<file path="config.mk">
export PLATFORM = sky130hd
export DESIGN_NAME = countdown_timer_bank_unit
export DESIGN_NICKNAME = d
export VERILOG_FILES = /design/src/rtl/core/ctb_pkg.sv /design/src/rtl/core/ctb_ctrl.sv /design/src/rtl/core/ctb_datapath.sv /design/src/rtl/core/countdown_timer_bank_unit.sv
export VERILOG_INCLUDE_DIRS = /design/src /design/src/rtl/core
export SDC_FILE = /design/constraint.sdc
export NUM_CORES = 1
export LEC_CHECK = 0
export ABC_AREA = 1
export BUFFER_PORTS_ARGS = -buffer_cell sky130_fd_sc_hd__buf_2
export CAP_MARGIN = 20
export CELL_PAD_IN_SITES_DETAIL_PLACEMENT = 1
export CELL_PAD_IN_SITES_GLOBAL_PLACEMENT = 1
export CORE_MARGIN = 1.5
export CORE_UTILIZATION = 43
export DETAILED_ROUTE_END_ITERATION = 8
export GPL_ROUTABILITY_DRIVEN = 0
export PLACE_DENSITY_LB_ADDON = 0.15
export SLEW_MARGIN = 20
export SYNTH_ARGS = -nofsm -noshare
export SYNTH_HDL_FRONTEND = slang
export SYNTH_SLANG_ARGS = --single-unit
</file>
<file path="constraint.sdc">
create_clock -name clk -period 6.22 [get_ports clk]
set_clock_uncertainty 0.1 [all_clocks]
set_input_delay 1.866 -clock clk [delete_from_list [all_inputs] [get_ports clk]]
set_output_delay 1.866 -clock clk [all_outputs]
set_load 0.05 [all_outputs]
</file>
<file path="src/rtl/core/countdown_timer_bank_unit_macros.svh">
// Assertion macros for the countdown timer bank.
`ifndef COUNTDOWN_TIMER_BANK_UNIT_MACROS_SVH
`define COUNTDOWN_TIMER_BANK_UNIT_MACROS_SVH

// Same-cycle implication, reset-qualified.
`define CTB_ASSERT_IMPL(label, clk, rst_n, ante, cons, msg) \
	label: assert property (@(posedge clk) disable iff (!rst_n) (ante) |-> (cons)) \
		else $error(msg);

// Next-cycle implication, reset-qualified.
`define CTB_ASSERT_NEXT(label, clk, rst_n, ante, cons, msg) \
	label: assert property (@(posedge clk) disable iff (!rst_n) (ante) |=> (cons)) \
		else $error(msg);

`endif

</file>
<file path="src/rtl/core/ctb_pkg.sv">
// Shared types and constants for the countdown timer bank.
`default_nettype none
package ctb_pkg;

	localparam int NUM_TIMERS = 16;
	localparam int IDX_W      = 4;
	localparam int CNT_W      = 5;
	localparam int DATA_W     = 32;

	// in-use count saturates at the bank size (also the index reach)
	localparam logic [CNT_W-1:0] MAX_IN_USE = CNT_W'(NUM_TIMERS);

	typedef enum logic [1:0] {
		CMD_TICK_ALL = 2'd0,
		CMD_SET      = 2'd1,
		CMD_CANCEL   = 2'd2,
		CMD_TICK_ONE = 2'd3
	} cmd_e;

	typedef struct packed {
		logic accept;
		logic exec;
		logic report;
		logic bad;
		cmd_e op;
	} ctl_t;

	typedef struct packed {
		logic idx_bad;
		logic n_zero;
		logic last_slot;
	} dp_stat_t;

endpackage
`default_nettype wire

</file>
<file path="src/rtl/core/ctb_ctrl.sv">
// Controller state machine of the countdown timer bank.
`default_nettype none
module ctb_ctrl (
	input  wire logic              clk,
	input  wire logic              arst_n,
	input  wire logic              start,
	input  wire logic [1:0]        cmd,
	input  wire ctb_pkg::dp_stat_t stat,
	output logic                   busy,
	output ctb_pkg::ctl_t          ctl
);
	import ctb_pkg::*;

	typedef enum logic [2:0] {
		S_IDLE   = 3'b001,
		S_EXEC   = 3'b010,
		S_REPORT = 3'b100
	} state_t;

	state_t state_q;
	cmd_e   op_q;
	logic   bad_q;
	logic   accept;
	cmd_e   cmd_in;
	logic   in_bad;

	assign cmd_in = cmd_e'(cmd);
	assign accept = start && (state_q == S_IDLE);
	assign in_bad = (cmd_in != CMD_TICK_ALL) && stat.idx_bad;

	always_ff @(posedge clk or negedge arst_n) begin
		if (!arst_n) begin
			state_q <= S_IDLE;
			op_q    <= CMD_TICK_ALL;
			bad_q   <= 1'b0;
		end else begin
			unique case (state_q)
				S_IDLE: begin
					if (accept) begin
						op_q  <= cmd_in;
						bad_q <= in_bad;
						if (in_bad || ((cmd_in == CMD_TICK_ALL) && stat.n_zero)) begin
							state_q <= S_REPORT;
						end else begin
							state_q <= S_EXEC;
						end
					end
				end
				S_EXEC: begin
					if ((op_q != CMD_TICK_ALL) || stat.last_slot) begin
						state_q <= S_REPORT;
					end
				end
				S_REPORT: begin
					state_q <= S_IDLE;
				end
				default: begin
					state_q <= S_IDLE;
				end
			endcase
		end
	end

	assign busy       = (state_q != S_IDLE);
	assign ctl.accept = accept;
	assign ctl.exec   = (state_q == S_EXEC);
	assign ctl.report = (state_q == S_REPORT);
	assign ctl.bad    = bad_q;
	assign ctl.op     = op_q;

endmodule
`default_nettype wire

</file>
<file path="src/rtl/core/ctb_datapath.sv">
// Timer storage, shared decrementer and result register.
`default_nettype none
module ctb_datapath (
	input  wire logic                        clk,
	input  wire logic                        arst_n,
	input  wire logic                        cfg_we,
	input  wire logic [ctb_pkg::CNT_W-1:0]   cfg_wdata,
	input  wire logic [1:0]                  cmd,
	input  wire logic [ctb_pkg::IDX_W-1:0]   timer_index,
	input  wire logic [ctb_pkg::DATA_W-1:0]  delta,
	input  wire ctb_pkg::ctl_t               ctl,
	output ctb_pkg::dp_stat_t                stat,
	output logic                             result_strobe,
	output logic                             fired,
	output logic [ctb_pkg::IDX_W-1:0]        expired_index,
	output logic                             bad_index,
	output logic                             last
);
	import ctb_pkg::*;

	logic [CNT_W-1:0]  in_use_q;
	logic [CNT_W-1:0]  n_eff;
	logic [CNT_W-1:0]  n_m1;
	logic [IDX_W-1:0]  ptr_q;
	logic [DATA_W-1:0] delta_q;
	logic [DATA_W-1:0] count_q [NUM_TIMERS];
	logic              armed_q [NUM_TIMERS];
	logic [DATA_W-1:0] dec;
	logic              is_tick;
	logic              hit;
	logic              held_v_q;
	logic [IDX_W-1:0]  held_idx_q;
	logic              strobe_q;

	assign n_eff = (in_use_q > MAX_IN_USE) ? MAX_IN_USE : in_use_q;
	assign n_m1  = n_eff - CNT_W'(1);

	assign stat.idx_bad   = ({1'b0, timer_index} >= n_eff);
	assign stat.n_zero    = (n_eff == '0);
	assign stat.last_slot = (ptr_q == n_m1[IDX_W-1:0]);

	// one shared decrementer, addressed by the sweep pointer
	assign dec     = count_q[ptr_q] - DATA_W'(1);
	assign is_tick = (ctl.op == CMD_TICK_ALL) || (ctl.op == CMD_TICK_ONE);
	assign hit     = ctl.exec && is_tick && armed_q[ptr_q] && (dec == '0);

	always_ff @(posedge clk or negedge arst_n) begin
		if (!arst_n) begin
			in_use_q <= '0;
		end else if (cfg_we) begin
			in_use_q <= cfg_wdata;
		end
	end

	always_ff @(posedge clk) begin
		if (ctl.accept) begin
			ptr_q   <= (cmd_e'(cmd) == CMD_TICK_ALL) ? '0 : timer_index;
			delta_q <= delta;
		end else if (ctl.exec) begin
			ptr_q <= ptr_q + IDX_W'(1);
		end
	end

	always_ff @(posedge clk) begin
		if (ctl.exec) begin
			unique case (ctl.op) inside
				CMD_SET: begin
					count_q[ptr_q] <= delta_q;
				end
				CMD_TICK_ALL, CMD_TICK_ONE: begin
					if (armed_q[ptr_q]) begin
						count_q[ptr_q] <= dec;
					end
				end
				default: begin
				end
			endcase
		end
	end

	always_ff @(posedge clk or negedge arst_n) begin
		if (!arst_n) begin
			for (int i = 0; i < NUM_TIMERS; i++) begin
				armed_q[i] <= 1'b0;
			end
		end else if (ctl.exec) begin
			unique case (ctl.op) inside
				CMD_SET: begin
					armed_q[ptr_q] <= 1'b1;
				end
				CMD_CANCEL: begin
					armed_q[ptr_q] <= 1'b0;
				end
				CMD_TICK_ALL, CMD_TICK_ONE: begin
					if (hit) begin
						armed_q[ptr_q] <= 1'b0;
					end
				end
				default: begin
				end
			endcase
		end
	end

	// one expiry held back so the final one can carry last
	always_ff @(posedge clk or negedge arst_n) begin
		if (!arst_n) begin
			held_v_q <= 1'b0;
		end else if (ctl.accept) begin
			held_v_q <= 1'b0;
		end else if (hit) begin
			held_v_q <= 1'b1;
		end
	end

	always_ff @(posedge clk) begin
		if (hit) begin
			held_idx_q <= ptr_q;
		end
	end

	always_ff @(posedge clk or negedge arst_n) begin
		if (!arst_n) begin
			strobe_q <= 1'b0;
		end else begin
			strobe_q <= (hit && held_v_q) || ctl.report;
		end
	end

	always_ff @(posedge clk) begin
		if (ctl.report) begin
			fired         <= held_v_q;
			expired_index <= held_v_q ? held_idx_q : '0;
			bad_index     <= held_v_q ? 1'b0 : ctl.bad;
			last          <= 1'b1;
		end else if (hit && held_v_q) begin
			fired         <= 1'b1;
			expired_index <= held_idx_q;
			bad_index     <= 1'b0;
			last          <= 1'b0;
		end
	end

	assign result_strobe = strobe_q;

endmodule
`default_nettype wire

</file>
<file path="src/rtl/core/countdown_timer_bank_unit.sv">
// Top level of the countdown timer bank: controller plus datapath.
// Set, cancel and tick one hold busy through exec and report; a bad index or tick all
//   with no timers in use goes straight to report; tick all first sweeps those in use.
// Throughput: one timer per cycle through the single shared decrementer, one result per
//   cycle; the last result of a transaction shows in the cycle busy falls.
// Reset (arst_n low) clears armed bits, the in-use count, the state and the result strobe.
// The receiver cannot stall: result_strobe marks each result for exactly one cycle.
`default_nettype none
`include "countdown_timer_bank_unit_macros.svh"
module countdown_timer_bank_unit (
	input  wire logic                        clk,
	input  wire logic                        arst_n,
	// configuration: in-use count
	input  wire logic                        cfg_we,
	input  wire logic [ctb_pkg::CNT_W-1:0]   cfg_wdata,
	// command transaction
	input  wire logic                        start,
	output logic                             busy,
	input  wire logic [1:0]                  cmd,
	input  wire logic [ctb_pkg::IDX_W-1:0]   timer_index,
	input  wire logic [ctb_pkg::DATA_W-1:0]  delta,
	// result transaction
	output logic                             result_strobe,
	output logic                             fired,
	output logic [ctb_pkg::IDX_W-1:0]        expired_index,
	output logic                             bad_index,
	output logic                             last
);
	import ctb_pkg::*;

	// command bundle from controller, status bundle from datapath
	ctl_t     ctl;
	dp_stat_t stat;

	// The controller sequences a transaction: accept in idle, exec for each timer visited
	// (sweep for tick all, a single slot otherwise), then report; exec is skipped on a bad index or with no timers in use.
	ctb_ctrl u_ctrl (
		.clk    (clk),
		.arst_n (arst_n),
		.start  (start),
		.cmd    (cmd),
		.stat   (stat),
		.busy   (busy),
		.ctl    (ctl)
	);

	// The datapath holds counts and armed bits, decrements the addressed timer and
	// holds one expiry back so that only the final result carries last.
	ctb_datapath u_dp (
		.clk           (clk),
		.arst_n        (arst_n),
		.cfg_we        (cfg_we),
		.cfg_wdata     (cfg_wdata),
		.cmd           (cmd),
		.timer_index   (timer_index),
		.delta         (delta),
		.ctl           (ctl),
		.stat          (stat),
		.result_strobe (result_strobe),
		.fired         (fired),
		.expired_index (expired_index),
		.bad_index     (bad_index),
		.last          (last)
	);

	// exec and report cycles never overlap
	`CTB_ASSERT_IMPL(a_exec_report_excl, clk, arst_n, ctl.exec, !ctl.report, "exec during report")
	// a report cycle always yields a final result next cycle
	`CTB_ASSERT_NEXT(a_report_last, clk, arst_n, ctl.report, result_strobe && last, "no final result")
	// an expiry result never carries the bad index flag
	`CTB_ASSERT_IMPL(a_fired_not_bad, clk, arst_n, result_strobe && fired, !bad_index, "fired and bad")
	// once a transaction is taken, the unit reports busy
	`CTB_ASSERT_NEXT(a_accept_busy, clk, arst_n, start && !busy, busy, "accept without busy")

endmodule
`default_nettype wire
</file>
# Word-level counts from Yosys, hierarchy flattened
# Memories as Yosys holds them, arrays and structs flattened. A register that Yosys moved wholly into a read port is not among the register bits.
# Index checks and enable logic that the tools add are counted.
# totals
out_inout_bits,9
in_bits,47
ramBits,512
n_memories,1
word_cells,113
romBits,0
latch_bits,0
register_bits,76
# memory_table
memory,depth,width,rd,rd_clocked_by_memory_dff,write_ports,line,rtl
u_dp.count_q,16,32,1,1,1,ctb_datapath.sv:26,logic [DATA_W-1:0] count_q [NUM_TIMERS];
# op_classes
n_mux,34
multipliers,0
n_addsub,3
n_eq_ne,11
shift,0
bitwise_logic,5
magnitude_cmp,4
reduce_logical,26
div,0
# ops
cell,n
one-hot mux 16 bit (3 select lines),1
logical NOT 32 bit,1
two-way mux 32 bit,1
"subtractor 32 x 1 -> 32 bit, second input constant",1
two-way mux 4 bit,7
two-way mux 1 bit,17
AND 16 bit,1
two-way mux 16 bit,1
NOT 16 bit,1
bitwise OR 16 bit,1
nonzero test 2 bit,5
two-way mux 3 bit,3
logical AND 1 bit,8
one-hot mux 3 bit (2 select lines),1
greater-or-equal comparator 4 x 5 -> 1 bit,1
"greater-or-equal comparator 5 bit, second input constant",1
"> comparator 5 bit, second input constant",1
logical NOT 5 bit,1
"less-than comparator 5 x 1 -> 1 bit, second input constant",1
two-way mux 5 bit,1
NOT 4 -> 5 bit,1
"adder 4 x 1 -> 4 bit, second input constant",1
binary-select mux 1 bit (select 4 bit),1
demux 1 bit (select 4 bit),1
17 further kinds,24

# Depth between registers and ports, before layout
# depth
depth_word,9
ltp_mapped,29
mapped_depth_nobuf,25

# Modules after synthesis
# A second synthesis with hierarchy kept.
# unflattened
hier_cells,2531
area_unflattened_um2,26251.4
# by_module_without_submodules
module,seq_area_each_um2,cells_each,instances,area_per_inst_um2
ctb_datapath,17431.7,2491,1,25909.8
ctb_ctrl,151.4,40,1,341.6

# Worst setup path after synthesis
# Ideal clock, no wire load.
# synth_path
path_kind,register to register
startpoint,register u_dp.ptr_q[0]
endpoint,memory u_dp.count_q[4][0] (enable)
slack_ps,1665
path_buffers,2
setup_ps,461
t_arrival_ps,3994
required_ps,5659
synth_period_minus_slack_ps,4555
stages_incl_launch_ff,14
cell_sequence,edfxtp_1 > inv_1 > clkbuf_1 > nor2_1 > o22ai_1 > nand2_1 > nand2_1 > inv_1 > nand2_1 > nand3_1 > inv_2 > a21oi_1 > clkbuf_1 > nor3_1
# synth_via
elab_chain_len,9
# synth_lines
item,line,rtl
from (decl),ctb_datapath.sv:24,logic [IDX_W-1:0] ptr_q;
from (signal assigned),ctb_datapath.sv:57,ptr_q <= (cmd_e'(cmd) == CMD_TICK_ALL) ? '0 : timer_index;
from (signal assigned),ctb_datapath.sv:60,ptr_q <= ptr_q + IDX_W'(1);
NOT 4 -> 5 bit (not written as such),ctb_datapath.sv:71,if (armed_q[ptr_q]) begin
binary-select mux 1 bit (select 4 bit),ctb_datapath.sv:71,
two-way mux 1 bit (not written as such) (2 in a row),ctb_datapath.sv:71,
two-way mux 1 bit,ctb_datapath.sv:71,
two-way mux 1 bit,ctb_datapath.sv:66,unique case (ctl.op) inside
two-way mux 1 bit,ctb_datapath.sv:65,if (ctl.exec) begin
two-way mux 1 bit (not written as such),ctb_datapath.sv:72,count_q[ptr_q] <= dec;
bitwise OR 1 bit (no line),-,
to (decl),ctb_datapath.sv:26,
# Parallel ways exist; a longest one is shown, timed or not. The select of a mux whose other input is x is not followed.

==> flow_results.xml <==
<?xml version="1.0" encoding="UTF-8"?>
<metrics>
  <group name="cts">
    <metric name="clkLatencyLatePin" unit="ns">0.63</metric>
    <metric name="cts_setup_buffers" unit="">0</metric>
    <metric name="tritoncts" unit="">done</metric>
    <metric name="clk_pin_slew_worst_paths" unit="ns">0.06</metric>
    <metric name="cts_hold_fix_bufs" unit="">0</metric>
    <metric name="htree_levels" unit="">2</metric>
    <metric name="cts_made_buffers" unit="">61</metric>
    <metric name="cts_num_sinks" unit="">592</metric>
    <metric name="post_cts.resized_instances" unit="">0</metric>
    <metric name="root_buffer" unit="">clkbuf_16</metric>
    <metric name="cts-root-to-sink-buffers" unit="">3</metric>
  </group>
  <group name="worst_setup_path">
    <metric name="r2r_slack" unit="ns">1.56</metric>
    <metric name="setup.worst_path.class" unit="">reg -&gt; reg</metric>
    <metric name="r2r_end" unit="">u_dp.held_idx_q[0]</metric>
    <metric name="setup.worst_path.start_class" unit="">flop</metric>
    <metric name="critPathArrivalTime" unit="ns">4.83</metric>
    <metric name="rr_worst_depth" unit="">16</metric>
    <metric name="crit_slowest_cell" unit="">inv_6</metric>
    <metric name="worst-path-max-fanout" unit="">95</metric>
    <metric name="critical_path.n_buffers_inverters" unit="">2</metric>
    <metric name="cpMostUsedCell" unit="">nor2_1</metric>
    <metric name="cp_num_cells" unit="">16</metric>
    <metric name="cp_cell_sequence" unit="">inv_6 -&gt; buf_12 -&gt; nor2_1 -&gt; o21ai_0 -&gt; nand3_1 -&gt; nand3_1 -&gt; nand2_1 -&gt; nor2_1 -&gt; nand2_1 -&gt; nor2_1 -&gt; nand3_1 -&gt; xor2_1 -&gt; nand2_1 -&gt; nor3b_1 -&gt; nand4_1 -&gt; nor2_1</metric>
    <metric name="crit_path_max_delay_family" unit="">simple AND/OR/NAND/NOR gates</metric>
    <metric name="timing.critical_path.required" unit="ns">6.39</metric>
    <metric name="endpoint" unit="">u_dp.held_idx_q[0]</metric>
    <metric name="crit_path_max_incr_delay" unit="ns">0.73</metric>
    <metric name="endpoint_kind" unit="">flop</metric>
  </group>
  <group name="floorplanning">
    <metric name="y_dimension_of_the_die" unit="µm">250</metric>
    <metric name="starting_density_of_the_core" unit="%">43.4</metric>
    <metric name="num_io_pins" unit="">56</metric>
    <metric name="fp-row-count" unit="">90</metric>
    <metric name="dieWidth" unit="µm">250</metric>
    <metric name="placeable_core_region" unit="µm²">60400</metric>
    <metric name="die_area" unit="µm²">62500</metric>
  </group>
  <group name="logic_synthesis">
    <metric name="seq_area_frac_synth" unit="%">67.0</metric>
    <metric name="synth-seq-cells" unit="">592</metric>
    <metric name="netlist_area" unit="µm²">26200</metric>
    <metric name="syn_inst" unit="">2529</metric>
    <metric name="synth_warnings" unit="">0</metric>
    <metric name="post_synth.cell_area_avg" unit="µm²">10.4</metric>
    <metric name="share_of_flip_flops_with_an_asynchronous_set_or_reset" unit="%">4.90</metric>
    <metric name="synth_cell_types" unit="">47</metric>
    <metric name="netlist.area_leader.share" unit="%">63.9</metric>
    <metric name="synthTopCellsByArea" unit="">edfxtp_1 (64%), nand2_1 (11%), nand3_1 (5.6%)</metric>
    <metric name="synth_area_leader_cell" unit="">edfxtp_1</metric>
    <metric name="synth_enable_flop_cells" unit="">558</metric>
    <metric name="dominantRegCellSynth" unit="">edfxtp_1</metric>
    <metric name="mappedNetlistNets" unit="">2590</metric>
  </group>
  <group name="drt">
    <metric name="antenna_left" unit="">0</metric>
    <metric name="dr_vias" unit="">18622</metric>
    <metric name="detail_route.iter0.violations" unit="">1236</metric>
    <metric name="viasPerCell" unit="">5.45</metric>
    <metric name="detail_route.first_pass.iterations" unit="">5</metric>
    <metric name="wl" unit="mm">78.6</metric>
    <metric name="average_routed_wire_per_standard_cell" unit="µm">23.0</metric>
    <metric name="drc" unit="">0</metric>
  </group>
  <group name="grt">
    <metric name="antenna_violations_before_repair" unit="">0</metric>
    <metric name="grt_max_degree" unit="">156</metric>
    <metric name="gr-total-overflow" unit="">0</metric>
    <metric name="grt_pass1_wl" unit="mm">118</metric>
    <metric name="first_global_vias" unit="">19036</metric>
    <metric name="grt_use_total" unit="%">25.2</metric>
  </group>
  <group name="finish">
    <metric name="stdcell_count" unit="">3418</metric>
    <metric name="fin_util" unit="%">48.8</metric>
    <metric name="proportion_of_layout_cells_with_a_drive_suffix_above_1" unit="%">10.4</metric>
    <metric name="diodes" unit="">0</metric>
    <metric name="area_delta_synth_final" unit="%">12.3</metric>
    <metric name="num-nets-final" unit="">2647</metric>
  </group>
  <group name="power_and_ir_drop">
    <metric name="seqPwrFrac" unit="%">36.0</metric>
    <metric name="vdd_ir_drop_max" unit="V">0.000343</metric>
    <metric name="netSwitchingPower" unit="W">0.00569</metric>
    <metric name="p_int" unit="W">0.00834</metric>
    <metric name="switching_fraction_of_total_power" unit="%">40.6</metric>
    <metric name="power.share.combinational" unit="%">37.6</metric>
    <metric name="leakagePower" unit="nW">11.5</metric>
    <metric name="clock_share_of_power" unit="%">26.4</metric>
    <metric name="total_power_divided_by_cell_area" unit="nW/µm²">476</metric>
  </group>
  <group name="placed_design">
    <metric name="io_buffers" unit="">55</metric>
    <metric name="preCtsSetupSlack" unit="ns">1.66</metric>
    <metric name="cell_count_after_placement" unit="">3305</metric>
    <metric name="detailed_place_hpwl" unit="mm">43.1</metric>
  </group>
  <group name="run_status">
    <metric name="run_status" unit="">finished, final reports clean</metric>
  </group>
  <group name="timing">
    <metric name="relSlewSlack" unit="%">23.9</metric>
    <metric name="rsz0062_at_grt" unit="">no</metric>
    <metric name="timing_worst_slew_pin_value" unit="ns">1.14</metric>
    <metric name="final.setup.tns" unit="ns">0</metric>
    <metric name="layout_min_cycle_time" unit="ns">4.66</metric>
    <metric name="slew_violations" unit="">0</metric>
    <metric name="final_min_period_over_clock_period" unit="%">74.9</metric>
    <metric name="final-hold-violation-count" unit="">0</metric>
    <metric name="setup_slack" unit="ns">1.56</metric>
    <metric name="final-setup-viol-count" unit="">0</metric>
    <metric name="achievable_clock_frequency" unit="MHz">215</metric>
  </group>
  <group name="min_path">
    <metric name="hold_path.class" unit="">reg -&gt; reg</metric>
  </group>
  <group name="run">
    <metric name="cap_viol_max_count" unit="">0</metric>
  </group>
</metrics>
-- state kept, by name, indices dropped and copies added (netlist names), named ones only --
signal	count
u_dp.count_q	512
u_dp.delta_q	32
u_dp.in_use_q	5
u_dp.expired_index	4
u_dp.held_idx_q	4
u_dp.ptr_q	4
u_ctrl.state_q	3
u_ctrl.op_q	2
u_ctrl.bad_q	1
u_dp.bad_index	1
u_dp.fired	1
u_dp.held_v_q	1
u_dp.last	1
u_dp.result_strobe	1
-- through the flow --
step	hold slack, ns	power [W]	area [µm²]
2_1_floorplan	0.324	0.00866	26200
3_3_place_gp	0.349	0.0103	27400
3_5_place_dp	0.361	0.0104	27400
4_1_cts	0.375	0.0141	29400
5_1_grt	0.390	0.0148	29500
6_report	0.370	0.0140	29500
-- power groups by stage --
stage          clock (W)  combinational, W  sequential, W
2_1_floorplan          0           0.00372        0.00494
3_3_place_gp           0           0.00514        0.00513
3_5_place_dp           0           0.00525        0.00513
4_1_cts          0.00377           0.00530        0.00505
5_1_grt          0.00392           0.00585        0.00506
6_report         0.00371           0.00528        0.00505
-- layout by cell type (no fill, tap or decap), types with 4 or more instances in the layout --
cell type	n
nand2_1	757
edfxtp_1	558
nand3_1	291
nor2_1	241
inv_1	217
o21ai_0	97
clkbuf_16	63
buf_4	56
buf_2	55
o21ai_1	29
dfrtp_1	28
nand4_1	27
o211ai_1	19
clkinv_1	16
nor2_2	16
nor3_2	16
clkbuf_1	15
ha_1	14
a31oi_1	11
clkinv_2	10
nand2_2	8
nor2_4	8
bufinv_16	8
inv_2	6
xor2_1	6
buf_12	6
inv_6	5
a21oi_1	5
o22ai_1	4
-- worst min-delay path by stage --
stage | startpoint | to | slack, ns | cells after the start
floorplan | u_dp.ptr_q[3] | u_dp.held_idx_q[3] | 0.32 | 0
global placement | u_dp.last | u_dp.last | 0.35 | 2
detailed placement | flop | flop | 0.36 | 2
CTS | u_dp.last | u_dp.last | 0.38 | 2
global route | u_dp.last | u_dp.last | 0.39 | 2
finish | flop | flop | 0.37 | 2
-- cells by family (layout without fill, tap and decap cells) --
family,after synthesis,count (layout),share of synthesized area [%]
simple gates,1380,1380,22.1
compound gates,181,181,3.90
flops,592,592,67.0
buf+inv,351,458,5.89
mux,2,2,0.0859
fa+ha+maj,14,14,0.668
xor+xnor,9,9,0.301
-- cells in the mapped netlist, drive strengths merged, types with 6 or more instances --
cell,number
o21ai,129
nand3,293
xor2,6
ha,14
a21oi,6
nor2,265
a31oi,11
inv,225
nand4,27
nor3,18
nand2,766
edfxtp,558
dfrtp,28
buf,95
clkbuf,28
o211ai,19
-- layout make-up --
class / count / area [µm²]
clock inverters: 35 / 373
inverters: 228 / 866
repair buffers: 117 / 816
multi-input cells: 1586 / 7190
clock buffers: 78 / 1630
fillers: 6583 / 30900
flip-flops and latches: 592 / 17600
well taps: 782 / 978
-- routing by layer --
layer	vias up	part of all wire, %	global-route usage, %	wire [µm]
met5	-	0	0	0
met1	9453	44	33.3	34300
met2	424	49	43.9	38800
met4	0	2.7	6.86	2120
li1	8621	-	-	-
met3	124	4.4	3.18	3490
-- worst register-to-register path: stages (launching register included) --
cell and delay (ns):
dfxtp_4 0.54, inv_6 0.73, buf_12 0.39, nor2_1 0.08, o21ai_0 0.09, nand3_1 0.12, nand3_1 0.11, nand2_1 0.17
nor2_1 0.18, nand2_1 0.11, nor2_1 0.17, nand3_1 0.15, xor2_1 0.42, nand2_1 0.11, nor3b_1 0.25, nand4_1 0.16
nor2_1 0.42
Power figures use the tool's default switching activity.
